## src/hdl/gbmd_pkg.sv

```systemverilog
// ----------------------------------------------------------------------------
// gbmd_pkg
// Types and constants shared by the glyph box max downscaler modules.
// ----------------------------------------------------------------------------
package gbmd_pkg;

  localparam int unsigned DIM_W = 10;
  localparam int unsigned PROD_W = 18;

  typedef enum logic [1:0] {
    CFG_GLYPH_WIDTH  = 2'd0,
    CFG_GLYPH_HEIGHT = 2'd1,
    CFG_SCALE_PCT    = 2'd2,
    CFG_TWO_BIT_MODE = 2'd3
  } cfg_idx_t;

  localparam logic FUNC_LOAD  = 1'b0;
  localparam logic FUNC_QUERY = 1'b1;

  typedef struct packed {
    logic        func;
    logic [10:0] byte_addr;
    logic [7:0]  byte_data;
    logic [9:0]  out_col;
    logic [9:0]  out_row;
  } in_item_t;

  typedef struct packed {
    logic [1:0] raw_max;
    logic [1:0] inverted_level;
    logic [1:0] image_level;
    logic       ink;
    logic       in_range;
  } out_item_t;

  // queued command between front and back
  typedef struct packed {
    logic       in_range;
    logic [9:0] col;
    logic [9:0] row;
  } qcmd_t;

  function automatic logic [1:0] level_map(input logic [1:0] inv);
    logic [1:0] r;
    case (inv)
      2'd0:    r = 2'd3;
      2'd1:    r = 2'd1;
      2'd2:    r = 2'd2;
      default: r = 2'd0;
    endcase
    return r;
  endfunction

endpackage

```

## src/hdl/gbmd_queue.sv

```systemverilog
// ----------------------------------------------------------------------------
// gbmd_queue
// Two-entry command queue between the front and back parts.
// ----------------------------------------------------------------------------
module gbmd_queue (
  input  logic              clk,
  input  logic              rst_n,
  input  logic              push,
  input  gbmd_pkg::qcmd_t   din,
  input  logic              pop,
  output logic              valid,
  output logic              full,
  output gbmd_pkg::qcmd_t   dout
);
  gbmd_pkg::qcmd_t ent_r [2];
  logic wp_r, rp_r;
  logic [1:0] cnt_r;

  always_ff @(posedge clk) begin
    if (!rst_n) begin
      wp_r <= 1'b0; rp_r <= 1'b0; cnt_r <= '0;
    end else begin
      if (push) wp_r <= ~wp_r;
      if (pop) rp_r <= ~rp_r;
      cnt_r <= cnt_r + {1'b0, push} - {1'b0, pop};
    end
    if (push) ent_r[wp_r] <= din;
  end

  assign valid = cnt_r != 2'd0;
  assign full = cnt_r[1];
  assign dout = ent_r[rp_r];
endmodule

```

## config.mk

```make
export PLATFORM = sky130hd
export DESIGN_NAME = gbmd_queue
export DESIGN_NICKNAME = d
export VERILOG_FILES = /design/src/hdl/gbmd_pkg.sv /design/src/hdl/gbmd_queue.sv
export SDC_FILE = /design/constraint.sdc
export NUM_CORES = 1
export LEC_CHECK = 0
export BUFFER_PORTS_ARGS = -buffer_cell sky130_fd_sc_hd__buf_4
export CAP_MARGIN = 20
export CORE_MARGIN = 2
export CORE_UTILIZATION = 36
export CTS_CLUSTER_SIZE = 40
export DETAILED_ROUTE_END_ITERATION = 16
export GPL_TIMING_DRIVEN = 0
export PLACE_DENSITY = 0.65
export SLEW_MARGIN = 5
export SYNTH_ARGS = -nofsm -noshare
export SYNTH_HDL_FRONTEND = slang
export SYNTH_SLANG_ARGS = --single-unit
```

## constraint.sdc

```tcl
create_clock -name clk -period 2.9 [get_ports clk]
set_clock_uncertainty 0.1 [all_clocks]
set_input_delay 0.58 -clock clk [delete_from_list [all_inputs] [get_ports clk]]
set_output_delay 0.58 -clock clk [all_outputs]
set_load 0.005 [all_outputs]
```

# After elaboration in Yosys (flattened, before gate mapping)
# Memory sizes are Yosys's and may differ from the RTL's. A register that Yosys moved wholly into a read port is not among the register bits.
# Index checks and enable logic that the tools add are counted.
# op_classes
n_addsub,2
n_mux,4
bitwise,2
n_reduce_logical,1
# ops
cell,n
two-way mux 1 bit,4
adder 2 x 1 -> 2 bit,1
inverter 1 bit,2
nonzero test 2 bit,1
subtractor 2 x 1 -> 2 bit,1
# word_totals
regBits,4
mem_bits_rw,42
inputBits,25
out_inout_bits,23
elab_cells,13
memories,1
# memory_table
memory,depth,width,rd,rd_ports_with_merged_regs,wr,line_no,text
ent_r,2,21,1,1,1,gbmd_queue.sv:15,gbmd_pkg::qcmd_t ent_r [2];

# Depth between registers and ports, before layout
# depth
depth_word,3
depth_mapped,6
depth_no_buf,6

# Least setup slack after synthesis
# OpenSTA, ideal clock, no wires.
# synth_path
path_kind,input -> register
start,input push
end,"memory ent_r[0][0] (netlist bit), enable pin"
arrival_ns,1.589
t_required_ns,2.397
setup_slack_ns,0.809
stages,1
n_path_buf,0
path_cell_list,nor2b_1
# synth_via
elab_chain_cells,2
# synth_rtl
item,line_no,text
"start, declared",gbmd_queue.sv:8,"input logic push,"
two-way mux 1 bit,gbmd_queue.sv:27,if (push) ent_r[wp_r] <= din;
two-way mux 1 bit (implied by the code),gbmd_queue.sv:27,
"end, declared",gbmd_queue.sv:15,
# Every way passes these cells.

==> qor.yml <==
drt:
  vias: 871
  antenna_left: 0
  drtIter0Drc: 51
  avgViaCountPerCell: 4.19
  drc: 0
  routedWlPerCell_um: 13.1
  drt_wl_total_um: 2730
  dr.pass1.iters: 2
clocking:
  cts_sinks: 47
  cts_hold_buf: 0
  clk_pin_slew_worst_paths_ns: 0.08
  insertion_delay_ns: 0.29
  cts-buffers-inserted: 5
  cts_setup_buffers: 0
  cts_resized: 0
  htree_levels: 2
  cts_tree: "built"
  clk_path_buf_depth: 2
  clock-root-buffer: "clkbuf_8"
yosys:
  synth_top_family_by_area: "multiplexers"
  synth_compound_area_share_pct: 0.413
  netlist_instances: 85
  syn-num-nets: 112
  synth_seq_area_share_pct: 74.8
  ys_ff_latch: 47
  yosys.area_share.adder_pct: 1.38
  synthMuxAreaShare_pct: 17.1
  syn-cell-area_um2: 1820
  netlist.area_leader.share_pct: 69.3
  netlist_top_cells_area: "edfxtp_1, mux2_4, dfxtp_1"
  synthXorXnorAreaFrac_pct: 1.72
  ys_types: 14
  netlist.top_cell.by_area: "edfxtp_1"
  synth-simple-area-share_pct: 2.89
  yosysWarnings: 0
  syn_area_per_cell_um2: 21.4
place:
  place.gp.congestion: 0.677
  port_buffers: 47
  hpwl_um: 2070
die:
  fp-row-count: 25
  die_h_um: 75.1
  coreArea_um2: 4790
  dieArea_um2: 5640
  start_util_pct: 38.0
  io-pin-count: 48
  fp.dieW_um: 75.1
timing:
  tightestPinTransition_ns: 0.971
  rsz0062_at_grt: "no"
  timing.max_slew.rel_slack_pct: 35.2
  tns_ns: 0
  hold_viol: 0
  final-setup-viol-count: 0
  slew_viol_final: 0
  finalCritPeriodShare_pct: 69.2
  layout_min_cycle_time_ns: 2.01
  max_freq_mhz: 498
setup_path:
  worstPathRequired_ns: 2.22
  crit_arrival_ns: 1.33
  cp_max_fo: 10
  critPathCaptureType: "primary output"
  crit_type: "reg2out"
  critPathLaunchType: "register"
final_layout:
  final_common_cell: "buf_4"
  area_growth_pct: 29.4
  fin_util_pct: 49.2
  nets: 167
  final_cell_mix: "buf_4, edfxtp_1, mux2_4"
  drive_above_1_share_pct: 56.0
  antenna_cells: 0
  fillCellCount: 407
pwr:
  power_leakage_nw: 0.943
  power-per-cell-area_nw_per_um2: 582
  ir_worst_vdd_mv: 0.280
global_route:
  grtUsageTotal_pct: 10.7
  grt_pass1_wl_um: 4260
  grt_max_degree: 22
  grt_pass1_vias: 934
  antenna_found_initial: 0
  gr-total-overflow: 0
worst_hold_path:
  holdCritPathClass: "in2reg"
run:
  drv_cap: 0
outcome:
  status: "completed"
-- state kept, by name, summed over array words and instances, names as in the netlist, named ones only --
| register | cells |
|---|---|
| cnt_r | 2 |
| ent_r | 42 |
| rp_r | 1 |
| wp_r | 1 |
-- power by group --
| group | leakage, nW | switching (W) | internal, W | total [W] |
|---|---|---|---|---|
| Sequential | 0.436 | 0.0000143 | 0.000781 | 0.000795 |
| Combinational | 0.467 | 0.0000772 | 0.000144 | 0.000221 |
| Clock | 0.0403 | 0.000189 | 0.000164 | 0.000353 |
| Total | 0.943 | 0.000281 | 0.00109 | 0.00137 |
-- cell usage after synthesis, drive strengths merged --
cell / n
xor2: 1
edfxtp: 42
ha: 2
and2: 4
inv: 2
xnor3: 1
o21a: 1
buf: 2
dfxtp: 5
nor2b: 3
or2: 1
mux2: 21
-- logic make-up (layout without fill, tap and decap cells) --
group | after synthesis | count (layout)
multiplexers | 21 | 21
AND/OR/NAND/NOR | 8 | 8
buffers and inverters | 4 | 60
adder cells (fa/ha/maj) | 2 | 2
XOR/XNOR | 2 | 2
AO/OA/AOI/OAI | 1 | 1
flip-flops | 47 | 47
-- worst max-delay path, stage by stage, from the launching register on --
cell     delay, ns
dfxtp_1       0.39
buf_6         0.20
mux2_4        0.31
buf_4         0.14
-- layout make-up --
type / instances / area [um2] / share of cell area, %
inverter: 2 / 7.51 / 0.319
timing repair buffer: 48 / 368 / 15.6
clock inverter: 2 / 7.51 / 0.319
multi-input combinational: 34 / 430 / 18.3
tap: 67 / 83.8 / 3.56
sequential: 47 / 1360 / 57.8
clock buffer: 6 / 72.6 / 3.08
buffer: 2 / 22.5 / 0.957
-- per-stage QoR --
stage               instances  setup WS (ns)  hold WS, ns  area (um2)  total power [W]
finish                    208          0.892        0.374        2350          0.00137
global route              208          0.819        0.354        2350          0.00143
CTS                       208          0.863        0.363        2350          0.00139
detailed placement        200          0.911        0.484        2270          0.00104
global placement          199          0.263        0.466        2260          0.00102
floorplan                  85          0.809        0.455        1820         0.000927
-- layer usage --
metal	GRT usage, %	wire length, um	vias to the layer above
li1	-	-	428
met1	11.3	985	419
met2	18.5	1550	19
met3	3.48	130	5
met4	6.55	62	0
met5	0	0	-
-- path summary, 6_finish.rpt --
kind | startpoint | end | slack, ns | cells past startpoint
min | din[6] | ent_r[0][6]$_DFFE_PP_ | 0.37 | 1
max reg2reg | wp_r$_SDFFE_PN0P_ | ent_r[1][18]$_DFFE_PP_ | 1.29 | 1
max | register | dout[3] | 0.89 | 3
min reg2reg | rp_r$_SDFFE_PN0P_ | rp_r$_SDFFE_PN0P_ | 0.50 | 2
(Power assumes the default switching activity.)
