File: config.mk
export PLATFORM = sky130hd
export DESIGN_NAME = gbmd_front
export DESIGN_NICKNAME = d
export VERILOG_FILES = /design/src/hdl/gbmd_pkg.sv /design/src/hdl/gbmd_front.sv
export SDC_FILE = /design/constraint.sdc
export NUM_CORES = 1
export LEC_CHECK = 0
export ABC_AREA = 0
export BUFFER_PORTS_ARGS = -buffer_cell sky130_fd_sc_hd__buf_2
export CORE_MARGIN = 2
export CORE_UTILIZATION = 30
export DETAILED_ROUTE_END_ITERATION = 8
export SYNTH_ARGS = -nofsm -noshare
export SYNTH_HDL_FRONTEND = slang
export SYNTH_SLANG_ARGS = --single-unit
File: constraint.sdc
create_clock -name clk -period 6.05 [get_ports clk]
set_input_delay 0.3025 -clock clk [delete_from_list [all_inputs] [get_ports clk]]
set_output_delay 0.3025 -clock clk [all_outputs]
set_load 0.005 [all_outputs]
File: src/hdl/gbmd_pkg.sv
// ----------------------------------------------------------------------------
// gbmd_pkg
// Types and constants shared by the glyph box max downscaler modules.
// ----------------------------------------------------------------------------
package gbmd_pkg;

  localparam int unsigned DIM_W = 10;
  localparam int unsigned PROD_W = 18;

  typedef enum logic [1:0] {
    CFG_GLYPH_WIDTH  = 2'd0,
    CFG_GLYPH_HEIGHT = 2'd1,
    CFG_SCALE_PCT    = 2'd2,
    CFG_TWO_BIT_MODE = 2'd3
  } cfg_idx_t;

  localparam logic FUNC_LOAD  = 1'b0;
  localparam logic FUNC_QUERY = 1'b1;

  typedef struct packed {
    logic        func;
    logic [10:0] byte_addr;
    logic [7:0]  byte_data;
    logic [9:0]  out_col;
    logic [9:0]  out_row;
  } in_item_t;

  typedef struct packed {
    logic [1:0] raw_max;
    logic [1:0] inverted_level;
    logic [1:0] image_level;
    logic       ink;
    logic       in_range;
  } out_item_t;

  // queued command between front and back
  typedef struct packed {
    logic       in_range;
    logic [9:0] col;
    logic [9:0] row;
  } qcmd_t;

  function automatic logic [1:0] level_map(input logic [1:0] inv);
    logic [1:0] r;
    case (inv)
      2'd0:    r = 2'd3;
      2'd1:    r = 2'd1;
      2'd2:    r = 2'd2;
      default: r = 2'd0;
    endcase
    return r;
  endfunction

endpackage

File: src/hdl/gbmd_front.sv
// ----------------------------------------------------------------------------
// gbmd_front
// Configuration registers, scaled sizes, store writes and query classing.
// ----------------------------------------------------------------------------
module gbmd_front #(
  parameter int unsigned STORE_BYTES = 2048
) (
  input  logic                 clk,
  input  logic                 rst_n,
  input  logic                 cfg_we,
  input  logic [1:0]           cfg_index,
  input  logic [7:0]           cfg_data,
  input  logic                 acc,
  input  gbmd_pkg::in_item_t   item,
  output logic [7:0]           gw,
  output logic [7:0]           gh,
  output logic                 two_bit,
  output logic [9:0]           sw,
  output logic [9:0]           sh,
  output logic                 wr_en,
  output logic [10:0]          wr_addr,
  output logic [7:0]           wr_data,
  output logic                 q_push,
  output gbmd_pkg::qcmd_t      q_cmd,
  output logic                 sz_busy
);
  logic [7:0]  gw_r, gh_r, pct_r;
  logic        tb_r;
  logic [9:0]  sw_r, sh_r;
  logic [1:0]  sz_cnt_r;
  logic [15:0] prod_r;
  logic [15:0] rnd;
  logic [28:0] recip;
  logic [9:0]  scaled;

  // (p + 50) / 100 as (((p + 50) >> 2) * 20972) >> 19, exact below 2^16
  assign rnd = prod_r + 16'd50;
  assign recip = 29'(rnd[15:2]) * 29'd20972;
  assign scaled = (recip[28:19] == 10'd0) ? 10'd1 : recip[28:19];

  always_ff @(posedge clk) begin
    if (!rst_n) begin
      gw_r <= 8'd8; gh_r <= 8'd8; pct_r <= 8'd100; tb_r <= 1'b0;
      sw_r <= 10'd8; sh_r <= 10'd8; sz_cnt_r <= '0; prod_r <= '0;
    end else begin
      if (cfg_we) begin
        case (gbmd_pkg::cfg_idx_t'(cfg_index))
          gbmd_pkg::CFG_GLYPH_WIDTH:  gw_r <= cfg_data;
          gbmd_pkg::CFG_GLYPH_HEIGHT: gh_r <= cfg_data;
          gbmd_pkg::CFG_SCALE_PCT:    pct_r <= cfg_data;
          gbmd_pkg::CFG_TWO_BIT_MODE: tb_r <= cfg_data[0];
          default:                    tb_r <= tb_r;
        endcase
        sz_cnt_r <= 2'd1;
      end else begin
        case (sz_cnt_r)
          2'd1: begin
            prod_r <= 16'(gw_r) * 16'(pct_r);
            sz_cnt_r <= 2'd2;
          end
          2'd2: begin
            sw_r <= scaled;
            prod_r <= 16'(gh_r) * 16'(pct_r);
            sz_cnt_r <= 2'd3;
          end
          2'd3: begin
            sh_r <= scaled;
            sz_cnt_r <= 2'd0;
          end
          default: sz_cnt_r <= 2'd0;
        endcase
      end
    end
  end

  assign sz_busy = (sz_cnt_r != 2'd0);
  assign gw = gw_r;
  assign gh = gh_r;
  assign two_bit = tb_r;
  assign sw = sw_r;
  assign sh = sh_r;
  assign wr_en = acc && item.func == gbmd_pkg::FUNC_LOAD &&
                 ({6'd0, item.byte_addr} < 17'(STORE_BYTES));
  assign wr_addr = item.byte_addr;
  assign wr_data = item.byte_data;
  assign q_push = acc && item.func == gbmd_pkg::FUNC_QUERY;
  assign q_cmd.in_range = (item.out_col < sw_r) && (item.out_row < sh_r);
  assign q_cmd.col = item.out_col;
  assign q_cmd.row = item.out_row;
endmodule

# Yosys cells after proc, flatten, opt, wreduce, memory -nomap -nowiden
# Index checks and enable logic that the tools add are counted.
[word_totals]
register_bits = 63
[classes]
n_addsub = 1
n_mul = 3
order_cmp = 2
n_eq_ne = 6
muxes = 4
bitwise_logic = 3
n_reduce_logical = 15
[op_table]
columns = ["operator", "count"]
rows = [
  ["$mul A8 B8 Y16", 2],
  ["$pmux W16 S2", 1],
  ["$mul A14 B13 Y27 const B", 1],
  ["$lt A10 B10 Y1", 2],
  ["$add A16 B6 Y16 const B", 1],
  ["$reduce_and A2 Y1", 7],
  ["$logic_not A10 Y1", 1],
  ["$mux W10", 1],
  ["$eq A2 B2 Y1 const B", 4],
  ["$eq A2 B1 Y1 const B", 2],
  ["$pmux W2 S2", 1],
  ["$reduce_bool A2 Y1", 2],
  ["$logic_and A1 B1 Y1", 3],
  ["$not A1 Y1", 3],
  ["$logic_not A2 Y1", 1],
  ["$reduce_or A2 Y1", 1],
  ["$mux W1", 1],
]

# Longest topological paths before layout
# Gate-level depths: netlist of the first run.
[depth]
depth_word = 4
ltp_mapped = 28
mapped_depth_nobuf = 27

# Least setup slack after synthesis of the first run
# No wires, ideal clock.
[synth_timing]
kind = "register to register"
from = "register prod_r[3]"
to = "register sw_r[0], in the netlist sw[0]"
arrival_ps = 5978
required_time_ps = 5976
path_slack_ps = -2
path_stages_with_launch = 26
cell_sequence = "dfxtp_1 -> and3_1 -> nor3_2 -> nor2_1 -> and3_1 -> and3_1 -> xor2_1 -> fa_1 -> ha_1 -> inv_1 -> fa_1 -> inv_1 -> fa_1 -> inv_1 -> fa_1 -> inv_1 -> ha_1 -> a21o_1 -> a21o_1 -> a221oi_1 -> nand3_1 -> mux2i_1 -> o211ai_1 -> nor4b_2 -> nand4_1 -> a31oi_1"
[synth_between]
elab_chain_len = 4
[synth_lines]
columns = ["item", "line_no", "text"]
rows = [
  ["from (decl)", "gbmd_front.sv:31", "logic [15:0] prod_r;"],
  ["from (signal assigned)", "gbmd_front.sv:58", "prod_r <= 16'(gw_r) * 16'(pct_r);"],
  ["from (signal assigned)", "gbmd_front.sv:63", "prod_r <= 16'(gh_r) * 16'(pct_r);"],
  ["$add A16 B6 Y16 *", "gbmd_front.sv:37", "assign rnd = prod_r + 16'd50;"],
  ["$mul A14 B13 Y27 *", "gbmd_front.sv:38", "assign recip = 29'(rnd[15:2]) * 29'd20972;"],
  ["$logic_not A10 Y1", "gbmd_front.sv:39", "assign scaled = (recip[28:19] == 10'd0) ? 10'd1 : recip[28:19];"],
  ["$mux W10 *", "gbmd_front.sv:39", ""],
  ["to (signal assigned)", "gbmd_front.sv:62", "sw_r <= scaled;"],
  ["to (decl)", "gbmd_front.sv:29", "logic [9:0] sw_r, sh_r;"],
]
# Every way passes the cells marked *; elsewhere a longest branch is shown, timed or not.
# A chain may end at the register's enable or synchronous reset.

# Worst setup path in the final report of the first run
[layout_timing]
from = "register prod_r[2]"
to = "register sw_r[0], in the netlist sw[0]"
# Same word-level chain as after synthesis.

==> metrics.json, run 1 <==
{
  "worst_path_dominant_cell_family": "adder cells",
  "min_delay_path_depth": 3,
  "wirelength_um": 24700,
  "globalplace.congestion": 0.888,
  "drive_gt1_share_pct": 17.2,
  "reg2regPathDepth": 27,
  "drt-wirelength-per-cell_um": 13.6,
  "synth_edf_count": 0,
  "outcome": "complete, no violations",
  "clock_sink_count": 62,
  "hold_viol": 0,
  "synthesis.area_um2": 11000,
  "grt_setup_unrepaired": "true",
  "die_w_um": 196,
  "cts_tree": "yes",
  "critical_path_class": "reg -> reg",
  "power_density_nw_per_um2": 246,
  "ys_top_cells_by_area": "fa_1 24%, ha_1 22%, dfxtp_1 11%",
  "antenna-diode-count": 0,
  "hp-class": "in -> reg",
  "worst_slew_pin_slew_ps": 1040,
  "max_freq_mhz": 167,
  "hold_path.startpoint": "cfg_data[6]",
  "insertion_delay_to_the_later_sink_of_the_worst_skew_pair_ps": 340,
  "grt_start_max_net_pins": 63,
  "critical_path.endpoint_type": "flip-flop",
  "max_cap_violations": 0,
  "drt-pass1-iter-count": 6,
  "netlist_instances": 1267,
  "worst-path-stages": 27,
  "worstPathRequired_ps": 6310,
  "post-synth-top-area-fraction_pct": 23.8,
  "most_frequently_used_cell_type_in_the_post_synthesis_netlist": "inv_1",
  "critPathMaxFanout": 6,
  "hpwl_um": 20400,
  "min_period_over_period_pct": 99.1,
  "crit_buf_inv": 5,
  "slew_headroom_pct": 30.7,
  "fin_tns_setup_ps": 0,
  "routed-via-count": 8276,
  "timing.rr.start": "prod_r[2]$_SDFFE_PN0P_",
  "post_layout_worst_setup_margin_ps": 57.0,
  "fillers": 3742,
  "antenna_found_initial": 0,
  "share_of_the_yosys_chip_area_belonging_to_registers_pct": 11.3,
  "biggest_area_consumer_among_synthesized_cells": "fa_1",
  "cell_types_with_the_highest_counts_after_synthesis": "234 x inv_1, 190 x ha_1, 148 x nand2_1",
  "final-max-slew-violation-count": 0,
  "rows": 70,
  "synth-main-ff-cell": "dfxtp_1",
  "dp_slack_ps": -42.0,
  "chipHeight_um": 196,
  "fp.coreArea_um2": 36400,
  "ios": 134,
  "drtIter0Drc": 286,
  "grt_util_all_layers_pct": 13.1,
  "final_net_count": 1716,
  "htree_levels": 3,
  "async_reset_ff_share_pct": 0,
  "critPathArrivalTime_ps": 6260,
  "drc_errors": 0,
  "first_global_vias": 8541,
  "p_leak_nw": 6.59,
  "syn_area_per_cell_um2": 8.70,
  "detail-route-antenna-nets": 0,
  "synth_cell_type_count": 60,
  "cts_max_path_buffers": 2,
  "clk_transition_reported_paths_ps": 60,
  "numCtsBuffers": 9,
  "post-route-min-period_ps": 5990,
  "die_area_um2": 38300,
  "ctsHoldBuffers": 0,
  "io_buffer_count": 95,
  "setup_violations": 0,
  "flow.area_growth_from_synthesis_pct": 15.0,
  "cts.root.buffer_cell": "clkbuf_16",
  "vdd_drop_max_mv": 0.222,
  "ys_ff_latch": 62,
  "worst_path_max_delay_cell": "fa_2",
  "startpoint_type": "flip-flop",
  "skew_ps": 9.21,
  "postLayoutCoreUtil_pct": 34.8,
  "worst_path_largest_cell_delay_ps": 560,
  "post_synth_net_total": 1642,
  "worst_setup_path_startpoint": "prod_r[2]$_SDFFE_PN0P_",
  "finalHoldWorstSlack_ps": 237,
  "area.sequential_um2": 1250,
  "global_route.overflow_total": 0,
  "synthesis.yosys.warnings": 0,
  "viasPerCell": 4.56,
  "finalPower_mw": 3.11,
  "grt_first_pass_wirelength_um": 41600,
  "effective_utilization_at_floorplan_pct": 30.3,
  "multiInputGateArea_um2": 8780
}
## placed cells by master, fill, tap and decap left out, types with 3 or more instances in the layout
master,Yosys,routed
nand3_1,12,11
a21oi_2,0,4
ha_4,0,11
nand2b_1,14,14
a41oi_1,3,3
nand2_1,148,147
a21o_1,17,17
clkbuf_16,0,9
dfxtp_1,62,60
nor2b_1,25,24
nand4_1,7,7
buf_2,0,95
a21oi_1,40,35
a21boi_0,14,12
o211a_1,10,10
xnor2_1,32,29
and2_1,68,68
buf_4,39,44
nor3_1,9,8
xor2_1,14,12
o211ai_1,13,13
a211oi_1,5,5
o21ai_0,17,16
mux2i_1,24,24
xnor2_2,1,3
inv_1,234,215
o21ai_1,4,4
a31oi_1,5,4
fa_1,131,129
nor2_1,29,28
ha_1,190,179
o21bai_1,8,8
and3_4,0,4
inv_2,1,19
and3_1,14,10
o21a_1,5,5
## area by class of cell
| type | count | share of cell area (%) |
|---|---|---|
| tap | 468 | 4.62 |
| clock inverter | 7 | 0.829 |
| timing repair buffer | 141 | 6.67 |
| multi-input combinational | 892 | 69.3 |
| sequential | 62 | 9.85 |
| inverter | 235 | 6.99 |
| clock buffer | 9 | 1.78 |
## path summary, 6_finish.rpt
| check | to | slack, ps |
|---|---|---|
| worst max-delay path | sw[0]$_SDFFE_PN0P_ | 60 |
| worst max register to register | sw[0]$_SDFFE_PN0P_ | 60 |
| worst min-delay path | pct_r[6]$_SDFFE_PN1P_ | 240 |
| worst min register to register | sw[5]$_SDFFE_PN0P_ | 480 |
## report_power, final
| part | leakage, nW | internal, mW | switching, mW |
|---|---|---|---|
| logic | 5.92 | 0.937 | 1.15 |
| clock network | 0.159 | 0.367 | 0.205 |
| registers | 0.506 | 0.424 | 0.0264 |
## timing repair
item,4_1_cts,5_1_grt
pin swaps,13,58
buffers inserted,1,10
setup endpoints to repair,2,20
gates cloned,0,0
gates resized for setup,16,56
## logic make-up after synthesis
group	Yosys count	share of synthesized area, %
muxes	24	2.18
and+or+nand+nor	340	15.3
AOI/OAI and AO/OA	159	9.93
buffers and inverters	313	12.1
xor gates and xnor gates	48	3.95
DFF	62	11.3
adders and majority gates	321	45.4
## registers in the layout, indices dropped and copies added (netlist names)
name,cells
prod_r,15
sh,10
sw,10
gh,8
gw,8
pct_r,8
sz_cnt_r,2
two_bit,1
## worst reg2reg max path: cells and delay by family (launching register included)
family / cells / cell delay [ps]
flops: 1 / 360
compound gates: 6 / 1160
simple gates: 8 / 1080
fa+ha+maj: 7 / 2530
xor+xnor: 1 / 170
buf+inv: 5 / 640
## through the flow
stage,cells,instance area (um2)
after floorplan,1267,11000
after global placement,1788,11900
after detailed placement,1788,11900
after CTS,1805,12300
after global routing,1814,12700
final,1814,12700
## layer usage
metal  vias up  share of wire (%)  global-route usage, %
met4         0                1.3                   2.64
met2       107                 49                   23.3
met1      3984                 47                   17.2
li1       4164                  -                      -
met3        21                2.5                   1.68
met5         -                  0                      0
(Power assumes the default switching activity.)
==> inputs of run 2 (changes only) <==
--- a/config.mk
+++ b/config.mk
@@ -10,6 +10,7 @@
 export CORE_MARGIN = 2
 export CORE_UTILIZATION = 30
 export DETAILED_ROUTE_END_ITERATION = 8
+export RECOVER_POWER = 100
 export SYNTH_ARGS = -nofsm -noshare
 export SYNTH_HDL_FRONTEND = slang
 export SYNTH_SLANG_ARGS = --single-unit
==> run 2 against run 1 <==
Compared with the run above:
- design area is 0.40% lower
- first-iteration DRC count is 13% higher
- register-to-register slack hardly changed
- final cell count stayed put
- clock skew is 0.99 ps higher
- sequential cell count stayed put
- non-clock buffer count stayed put
- largest cell class unchanged
- highest routed layer unchanged
==> metrics.json, run 2 (synthesized netlist as in run 1, its figures left out) <==
{
  "grt_first_pass_wirelength": {"value": 41600, "unit": "um", "change": "unchanged"},
  "fillers": {"value": 3757, "change": "was 3742"},
  "globalplace.congestion": {"value": 0.888, "change": "unchanged"},
  "io_buffer_count": {"value": 95, "change": "unchanged"},
  "worst_slew_pin_slew": {"value": 1130, "unit": "ps", "change": "was 1040 ps"},
  "insertion_delay_to_the_later_sink_of_the_worst_skew_pair": {"value": 340, "unit": "ps", "change": "about the same"},
  "cts_tree": {"value": "yes", "change": "unchanged"},
  "antenna_found_initial": {"value": 0, "change": "unchanged"},
  "worst_path_largest_cell_delay": {"value": 560, "unit": "ps", "change": "about the same"},
  "max_cap_violations": {"value": 0, "change": "unchanged"},
  "global_route.overflow_total": {"value": 0, "change": "unchanged"},
  "post_layout_worst_setup_margin": {"value": 56.5, "unit": "ps", "change": "was 57.0 ps"},
  "hp-class": {"value": "in -> reg", "change": "unchanged"},
  "power_density": {"value": 247, "unit": "nW/um2", "change": "was 246 nW/um2"},
  "antenna-diode-count": {"value": 0, "change": "unchanged"},
  "critPathArrivalTime": {"value": 6260, "unit": "ps", "change": "about the same"},
  "cts_max_path_buffers": {"value": 2, "change": "unchanged"},
  "min_period_over_period": {"value": 99.1, "unit": "%", "change": "about the same"},
  "rows": {"value": 70, "change": "unchanged"},
  "reg2regPathDepth": {"value": 27, "change": "unchanged"},
  "effective_utilization_at_floorplan": {"value": 30.3, "unit": "%", "change": "unchanged"},
  "flow.area_growth_from_synthesis": {"value": 14.5, "unit": "%", "change": "was 15.0%"},
  "finalPower": {"value": 3.11, "unit": "mW", "change": "about the same"},
  "hpwl": {"value": 20400, "unit": "um", "change": "unchanged"},
  "drtIter0Drc": {"value": 323, "change": "was 286"},
  "drive_gt1_share": {"value": 14.7, "unit": "%", "change": "was 17.2%"},
  "final-max-slew-violation-count": {"value": 0, "change": "unchanged"},
  "dp_slack": {"value": -42.0, "unit": "ps", "change": "unchanged"},
  "viasPerCell": {"value": 4.58, "change": "was 4.56"},
  "clk_transition_reported_paths": {"value": 70, "unit": "ps", "change": "was 60 ps"},
  "routed-via-count": {"value": 8303, "change": "was 8276"},
  "grt_util_all_layers": {"value": 13.1, "unit": "%", "change": "unchanged"},
  "drc_errors": {"value": 0, "change": "unchanged"},
  "multiInputGateArea": {"value": 8780, "unit": "um2", "change": "about the same"},
  "mostFrequentLayoutCells": {"value": "215 x inv_1, 179 x ha_1, 147 x nand2_1, 129 x fa_1, 64 x and2_1", "change": "was 215 x inv_1, 179 x ha_1, 147 x nand2_1, 129 x fa_1, 95 x buf_2"},
  "grt_setup_unrepaired": {"value": "true", "change": "unchanged"},
  "worst_path_max_delay_cell": {"value": "fa_2", "change": "unchanged"},
  "largest_reg_flops": {"value": 15, "change": "unchanged"},
  "critPathMaxFanout": {"value": 6, "change": "unchanged"},
  "critical_path_class": {"value": "reg -> reg", "change": "unchanged"},
  "setup_violations": {"value": 0, "change": "unchanged"},
  "skew": {"value": 10.2, "unit": "ps", "change": "was 9.21 ps"},
  "drt-pass1-iter-count": {"value": 6, "change": "unchanged"},
  "cts.root.buffer_cell": {"value": "clkbuf_16", "change": "unchanged"},
  "htree_levels": {"value": 3, "change": "unchanged"},
  "most_common_library_cell_in_the_layout_ignoring_fill_and_taps": {"value": "inv_1", "change": "unchanged"},
  "post-route-min-period": {"value": 5990, "unit": "ps", "change": "about the same"},
  "worstPathRequired": {"value": 6320, "unit": "ps", "change": "was 6310 ps"},
  "slew_headroom": {"value": 24.6, "unit": "%", "change": "was 30.7%"},
  "area.sequential": {"value": 1250, "unit": "um2", "change": "unchanged"},
  "startpoint_type": {"value": "flip-flop", "change": "unchanged"},
  "vdd_drop_max": {"value": 0.222, "unit": "mV", "change": "about the same"},
  "first_global_vias": {"value": 8541, "change": "unchanged"},
  "outcome": {"value": "complete, no violations", "change": "unchanged"},
  "crit_buf_inv": {"value": 5, "change": "unchanged"},
  "wirelength": {"value": 24700, "unit": "um", "change": "about the same"},
  "chipHeight": {"value": 196, "unit": "um", "change": "unchanged"},
  "die_area": {"value": 38300, "unit": "um2", "change": "unchanged"},
  "numCtsBuffers": {"value": 9, "change": "unchanged"},
  "final_net_count": {"value": 1716, "change": "unchanged"},
  "grt_start_max_net_pins": {"value": 63, "change": "unchanged"},
  "p_leak": {"value": 6.46, "unit": "nW", "change": "was 6.59 nW"},
  "registers.top_by_ff_count": {"value": "prod_r", "change": "unchanged"},
  "fp.coreArea": {"value": 36400, "unit": "um2", "change": "unchanged"},
  "detail-route-antenna-nets": {"value": 0, "change": "unchanged"},
  "worst-path-stages": {"value": 27, "change": "unchanged"},
  "clock_sink_count": {"value": 62, "change": "unchanged"},
  "critical_path.endpoint_type": {"value": "flip-flop", "change": "unchanged"},
  "fin_tns_setup": {"value": 0, "unit": "ps", "change": "unchanged"},
  "min_delay_path_depth": {"value": 3, "change": "unchanged"},
  "worst_path_dominant_cell_family": {"value": "adder cells", "change": "unchanged"},
  "die_w": {"value": 196, "unit": "um", "change": "unchanged"},
  "drt-wirelength-per-cell": {"value": 13.6, "unit": "um", "change": "about the same"},
  "max_freq": {"value": 167, "unit": "MHz", "change": "about the same"},
  "ios": {"value": 134, "change": "unchanged"},
  "hold_viol": {"value": 0, "change": "unchanged"}
}
run 2: changes by cell type in the layout (fill, tap and decap cells not counted), sizes merged:
cell | previous run | this run
clkbuf | 9 | 44
buf | 141 | 106
run 2: worst paths after layout:
path	from	slack (ps)	end
worst max-delay path	prod_r[2]$_SDFFE_PN0P_	60	sw[0]$_SDFFE_PN0P_
worst min-delay path	cfg_data[6]	240	pct_r[6]$_SDFFE_PN1P_
worst max register to register	prod_r[2]$_SDFFE_PN0P_	60	sw[0]$_SDFFE_PN0P_
worst min register to register	sw[5]$_SDFFE_PN0P_	480	sw[5]$_SDFFE_PN0P_
run 2: layout make-up:
cell class	instances	share of cell area [%]
multi-input combinational	892	69.5
sequential	62	9.89
inverter	235	7.02
timing repair buffer	141	6.30
tap	468	4.64
clock buffer	9	1.78
clock inverter	7	0.833
run 2: repair_timing:
item / CTS / global route
pin swaps: 13 / 58
hold buffers: 0 / 0
resized for setup: 16 / 56
endpoints found under the setup margin: 2 / 20
setup buffers: 1 / 10
run 2: worst min-delay path: stages:
cell and delay [ps]:
buf_2 120, nand2_1 50, nand3_1 70
run 2: where the power goes:
part           leakage, nW  total (mW)  switching, mW  internal [mW]
Clock                0.159       0.574          0.207          0.367
Combinational         5.80        2.09           1.15          0.934
Sequential           0.506       0.451         0.0265          0.424
run 2: metal layers:
metal / vias up / part of all wire, % / wire [um] / global-route usage, %
met5: - / 0 / 0 / 0
met4: 0 / 1.4 / 334 / 2.64
met3: 22 / 2.8 / 689 / 1.68
met2: 114 / 49 / 12100 / 23.3
met1: 4000 / 47 / 11500 / 17.2
li1: 4167 / - / - / -
run 2: stage by stage:
step	utilization (%)	instance area, um2	std cells	hold slack [ps]
2_1_floorplan	-	11000	1267	426
6_report	34.6	12600	1814	238
3_5_place_dp	32.7	11900	1788	485
4_1_cts	33.9	12300	1805	232
5_1_grt	34.6	12600	1814	243
3_3_place_gp	32.7	11900	1788	480
==> inputs of run 3 (changes only) <==
--- a/config.mk
+++ b/config.mk
@@ -10,6 +10,7 @@
 export CORE_MARGIN = 2
 export CORE_UTILIZATION = 30
 export DETAILED_ROUTE_END_ITERATION = 8
+export GPL_TIMING_DRIVEN = 0
 export RECOVER_POWER = 100
 export SYNTH_ARGS = -nofsm -noshare
 export SYNTH_HDL_FRONTEND = slang
==> run 3 against run 2 <==
Compared with the run above:
- worst hold slack worse by 19 ps
- clock power is 9.6% lower
- sequential share of layout area down 0.37 points
- power increased by 1.1%
- die area unchanged
- design area increased by 4.5%
- utilization up 1.5 points
- non-clock buffer count up 83
- via count is 5.2% higher
- critical endpoint is now sh[0]$_SDFFE_PN0P_
- highest routed layer unchanged
==> metrics.json, run 3 (synthesized netlist as in run 1, its figures left out) <==
{
  "holdPathEnd": {"value": "pct_r[5]$_SDFFE_PN1P_", "change": "was pct_r[6]$_SDFFE_PN1P_"},
  "met1Wirelength": {"value": 12200, "unit": "um", "change": "was 11500 um"},
  "globalplace.congestion": {"value": 0.828, "change": "was 0.888"},
  "clock_sink_count": {"value": 62, "change": "unchanged"},
  "most_common_library_cell_in_the_layout_ignoring_fill_and_taps": {"value": "inv_1", "change": "unchanged"},
  "chipHeight": {"value": 196, "unit": "um", "change": "unchanged"},
  "hpwl": {"value": 22000, "unit": "um", "change": "was 20400 um"},
  "drtIter0Drc": {"value": 345, "change": "was 323"},
  "startpoint_type": {"value": "flip-flop", "change": "unchanged"},
  "post_layout_worst_setup_margin": {"value": 19.5, "unit": "ps", "change": "was 56.5 ps"},
  "vdd_drop_max": {"value": 0.178, "unit": "mV", "change": "was 0.222 mV"},
  "wl_met3": {"value": 654, "unit": "um", "change": "was 689 um"},
  "grt_setup_unrepaired": {"value": "true", "change": "unchanged"},
  "worst_path_max_delay_cell": {"value": "fa_2", "change": "unchanged"},
  "grt_start_max_net_pins": {"value": 13, "change": "was 63"},
  "critPathArrivalTime": {"value": 6300, "unit": "ps", "change": "was 6260 ps"},
  "setup_violations": {"value": 0, "change": "unchanged"},
  "sequentialPowerShare": {"value": 14.4, "unit": "%", "change": "was 14.5%"},
  "final_net_count": {"value": 1799, "change": "was 1716"},
  "area.sequential": {"value": 1260, "unit": "um2", "change": "was 1250 um2"},
  "htree_levels": {"value": 3, "change": "unchanged"},
  "power_frac_comb": {"value": 69.1, "unit": "%", "change": "was 67.1%"},
  "rows": {"value": 70, "change": "unchanged"},
  "reg2regPathDepth": {"value": 29, "change": "was 27"},
  "grt_util_all_layers": {"value": 14.2, "unit": "%", "change": "was 13.1%"},
  "dr.max_layer_used": {"value": "met4", "change": "unchanged"},
  "clk_transition_reported_paths": {"value": 60, "unit": "ps", "change": "was 70 ps"},
  "mostFrequentLayoutCells": {"value": "223 x inv_1, 177 x ha_1, 148 x nand2_1, 130 x fa_1, 73 x buf_2", "change": "was 215 x inv_1, 179 x ha_1, 147 x nand2_1, 129 x fa_1, 64 x and2_1"},
  "hold_viol": {"value": 0, "change": "unchanged"},
  "finalHoldWorstSlack": {"value": 219, "unit": "ps", "change": "was 238 ps"},
  "fillers": {"value": 3741, "change": "was 3757"},
  "switchingPower": {"value": 1.44, "unit": "mW", "change": "was 1.39 mW"},
  "post-route-min-period": {"value": 6030, "unit": "ps", "change": "was 5990 ps"},
  "global_route.overflow_total": {"value": 0, "change": "unchanged"},
  "io_buffer_count": {"value": 113, "change": "was 95"},
  "registers.top_by_ff_count": {"value": "prod_r", "change": "unchanged"},
  "largest_reg_flops": {"value": 15, "change": "unchanged"},
  "power_density": {"value": 239, "unit": "nW/um2", "change": "was 247 nW/um2"},
  "worst_slew_pin_slew": {"value": 825, "unit": "ps", "change": "was 1130 ps"},
  "drt-pass1-iter-count": {"value": 5, "change": "was 6"},
  "cts_max_path_buffers": {"value": 2, "change": "unchanged"},
  "ctsHoldBuffers": {"value": 0, "change": "unchanged"},
  "p_sw_share": {"value": 45.7, "unit": "%", "change": "was 44.6%"},
  "antenna_found_initial": {"value": 0, "change": "unchanged"},
  "worstPathRequired": {"value": 6320, "unit": "ps", "change": "about the same"},
  "skew": {"value": 5.57, "unit": "ps", "change": "was 10.2 ps"},
  "drc_errors": {"value": 0, "change": "unchanged"},
  "postLayoutCoreUtil": {"value": 36.2, "unit": "%", "change": "was 34.6%"},
  "outcome": {"value": "complete, no violations", "change": "unchanged"},
  "hp-class": {"value": "in -> reg", "change": "unchanged"},
  "hold_path.startpoint": {"value": "cfg_data[5]", "change": "was cfg_data[6]"},
  "worst_path_dominant_cell_family": {"value": "adder cells", "change": "unchanged"},
  "first_global_vias": {"value": 9023, "change": "was 8541"},
  "worst_path_largest_cell_delay": {"value": 550, "unit": "ps", "change": "was 560 ps"},
  "multiInputGateArea": {"value": 8930, "unit": "um2", "change": "was 8780 um2"},
  "final-max-slew-violation-count": {"value": 0, "change": "unchanged"},
  "critical_path.endpoint_type": {"value": "flip-flop", "change": "unchanged"},
  "antenna-diode-count": {"value": 0, "change": "unchanged"},
  "die_area": {"value": 38300, "unit": "um2", "change": "unchanged"},
  "cts.root.buffer_cell": {"value": "clkbuf_16", "change": "unchanged"},
  "p_leak": {"value": 6.74, "unit": "nW", "change": "was 6.46 nW"},
  "worst-r2r-setup-slack": {"value": 20, "unit": "ps", "change": "was 60 ps"},
  "p_int": {"value": 1.71, "unit": "mW", "change": "was 1.73 mW"},
  "viasPerCell": {"value": 4.60, "change": "was 4.58"},
  "wirelength": {"value": 26600, "unit": "um", "change": "was 24700 um"},
  "min_period_over_period": {"value": 99.7, "unit": "%", "change": "was 99.1%"},
  "slew_headroom": {"value": 44.6, "unit": "%", "change": "was 24.6%"},
  "timing.rr.start": {"value": "prod_r[2]$_SDFFE_PN0P_", "change": "unchanged"},
  "met2_length": {"value": 13300, "unit": "um", "change": "was 12100 um"},
  "worst-path-stages": {"value": 29, "change": "was 27"},
  "crit_buf_inv": {"value": 7, "change": "was 5"},
  "critical_path.reg2reg.endpoint": {"value": "sh[0]$_SDFFE_PN0P_", "change": "was sw[0]$_SDFFE_PN0P_"},
  "drt-wirelength-per-cell": {"value": 14.0, "unit": "um", "change": "was 13.6 um"},
  "ios": {"value": 134, "change": "unchanged"},
  "flow.area_growth_from_synthesis": {"value": 19.6, "unit": "%", "change": "was 14.5%"},
  "fin_tns_setup": {"value": 0, "unit": "ps", "change": "unchanged"},
  "dp_slack": {"value": -722, "unit": "ps", "change": "was -42.0 ps"},
  "detail-route-antenna-nets": {"value": 0, "change": "unchanged"},
  "routed-via-count": {"value": 8731, "change": "was 8303"},
  "critPathMaxFanout": {"value": 5, "change": "was 6"},
  "critical_path_class": {"value": "reg -> reg", "change": "unchanged"},
  "max_freq": {"value": 166, "unit": "MHz", "change": "was 167 MHz"},
  "grt_first_pass_wirelength": {"value": 44300, "unit": "um", "change": "was 41600 um"},
  "numCtsBuffers": {"value": 9, "change": "unchanged"},
  "die_w": {"value": 196, "unit": "um", "change": "unchanged"},
  "min_delay_path_depth": {"value": 3, "change": "unchanged"},
  "max_cap_violations": {"value": 0, "change": "unchanged"},
  "effective_utilization_at_floorplan": {"value": 30.3, "unit": "%", "change": "unchanged"},
  "clkPwrFrac": {"value": 16.5, "unit": "%", "change": "was 18.4%"},
  "fp.coreArea": {"value": 36400, "unit": "um2", "change": "unchanged"},
  "insertion_delay_to_the_later_sink_of_the_worst_skew_pair": {"value": 340, "unit": "ps", "change": "about the same"},
  "drive_gt1_share": {"value": 17.2, "unit": "%", "change": "was 14.7%"},
  "cts_tree": {"value": "yes", "change": "unchanged"}
}
## run 3: routing by layer
metal	vias up	track usage, %
li1	4330	-
met1	4245	18.4
met2	126	25.8
met3	30	1.32
met4	0	2.38
met5	-	0
## run 3: power groups by stage
| stage | sequential (mW) | combinational [mW] | clock [mW] |
|---|---|---|---|
| after floorplan | 0.448 | 1.32 | 0 |
| after global placement | 0.456 | 1.70 | 0 |
| after detailed placement | 0.456 | 1.73 | 0 |
| after CTS | 0.451 | 1.93 | 0.529 |
| after global routing | 0.455 | 2.46 | 0.546 |
| final | 0.452 | 2.17 | 0.519 |
## run 3: through the flow
stage | cells | power, mW | cell area (um2)
5_1_grt | 1897 | 3.46 | 13200
2_1_floorplan | 1267 | 1.77 | 11000
6_report | 1897 | 3.15 | 13200
3_3_place_gp | 1848 | 2.16 | 12200
3_5_place_dp | 1848 | 2.19 | 12200
4_1_cts | 1883 | 2.91 | 12900
## run 3: worst reg2reg max path: cells and delay by family (launching register included)
family	cells	cell delay, ps
and+or+nand+nor	9	1450
adders and majority gates	7	2430
buffers and inverters	7	710
DFF	1	370
AOI/OAI and AO/OA	4	660
xor gates and xnor gates	2	340
## run 3: how the worst max path moves through the flow
stage / from / end / slack, ps
floorplan: prod_r[1]$_SDFFE_PN0P_ / sw[0]$_SDFFE_PN0P_ / 70
global placement: prod_r[1]$_SDFFE_PN0P_ / sw[0]$_SDFFE_PN0P_ / -750
detailed placement: prod_r[1]$_SDFFE_PN0P_ / sw[0]$_SDFFE_PN0P_ / -720
CTS: prod_r[3]$_SDFFE_PN0P_ / sw[0]$_SDFFE_PN0P_ / 5
global route: prod_r[2]$_SDFFE_PN0P_ / sh[0]$_SDFFE_PN0P_ / -340
finish: prod_r[2]$_SDFFE_PN0P_ / sh[0]$_SDFFE_PN0P_ / 20
## run 3: timing repair
item / 4_1_cts / 5_1_grt
pin swaps: 26 / 41
endpoints found under the setup margin: 20 / 18
gates resized for setup: 51 / 45
buffers inserted: 19 / 14
## run 3: layout make-up
type	count	area share [%]
clock buffer	9	1.71
tap	468	4.44
sequential	62	9.53
inverter	235	6.72
multi-input combinational	892	67.7
timing repair buffer	146	5.91
clock inverter	7	0.560
buffer	78	3.39
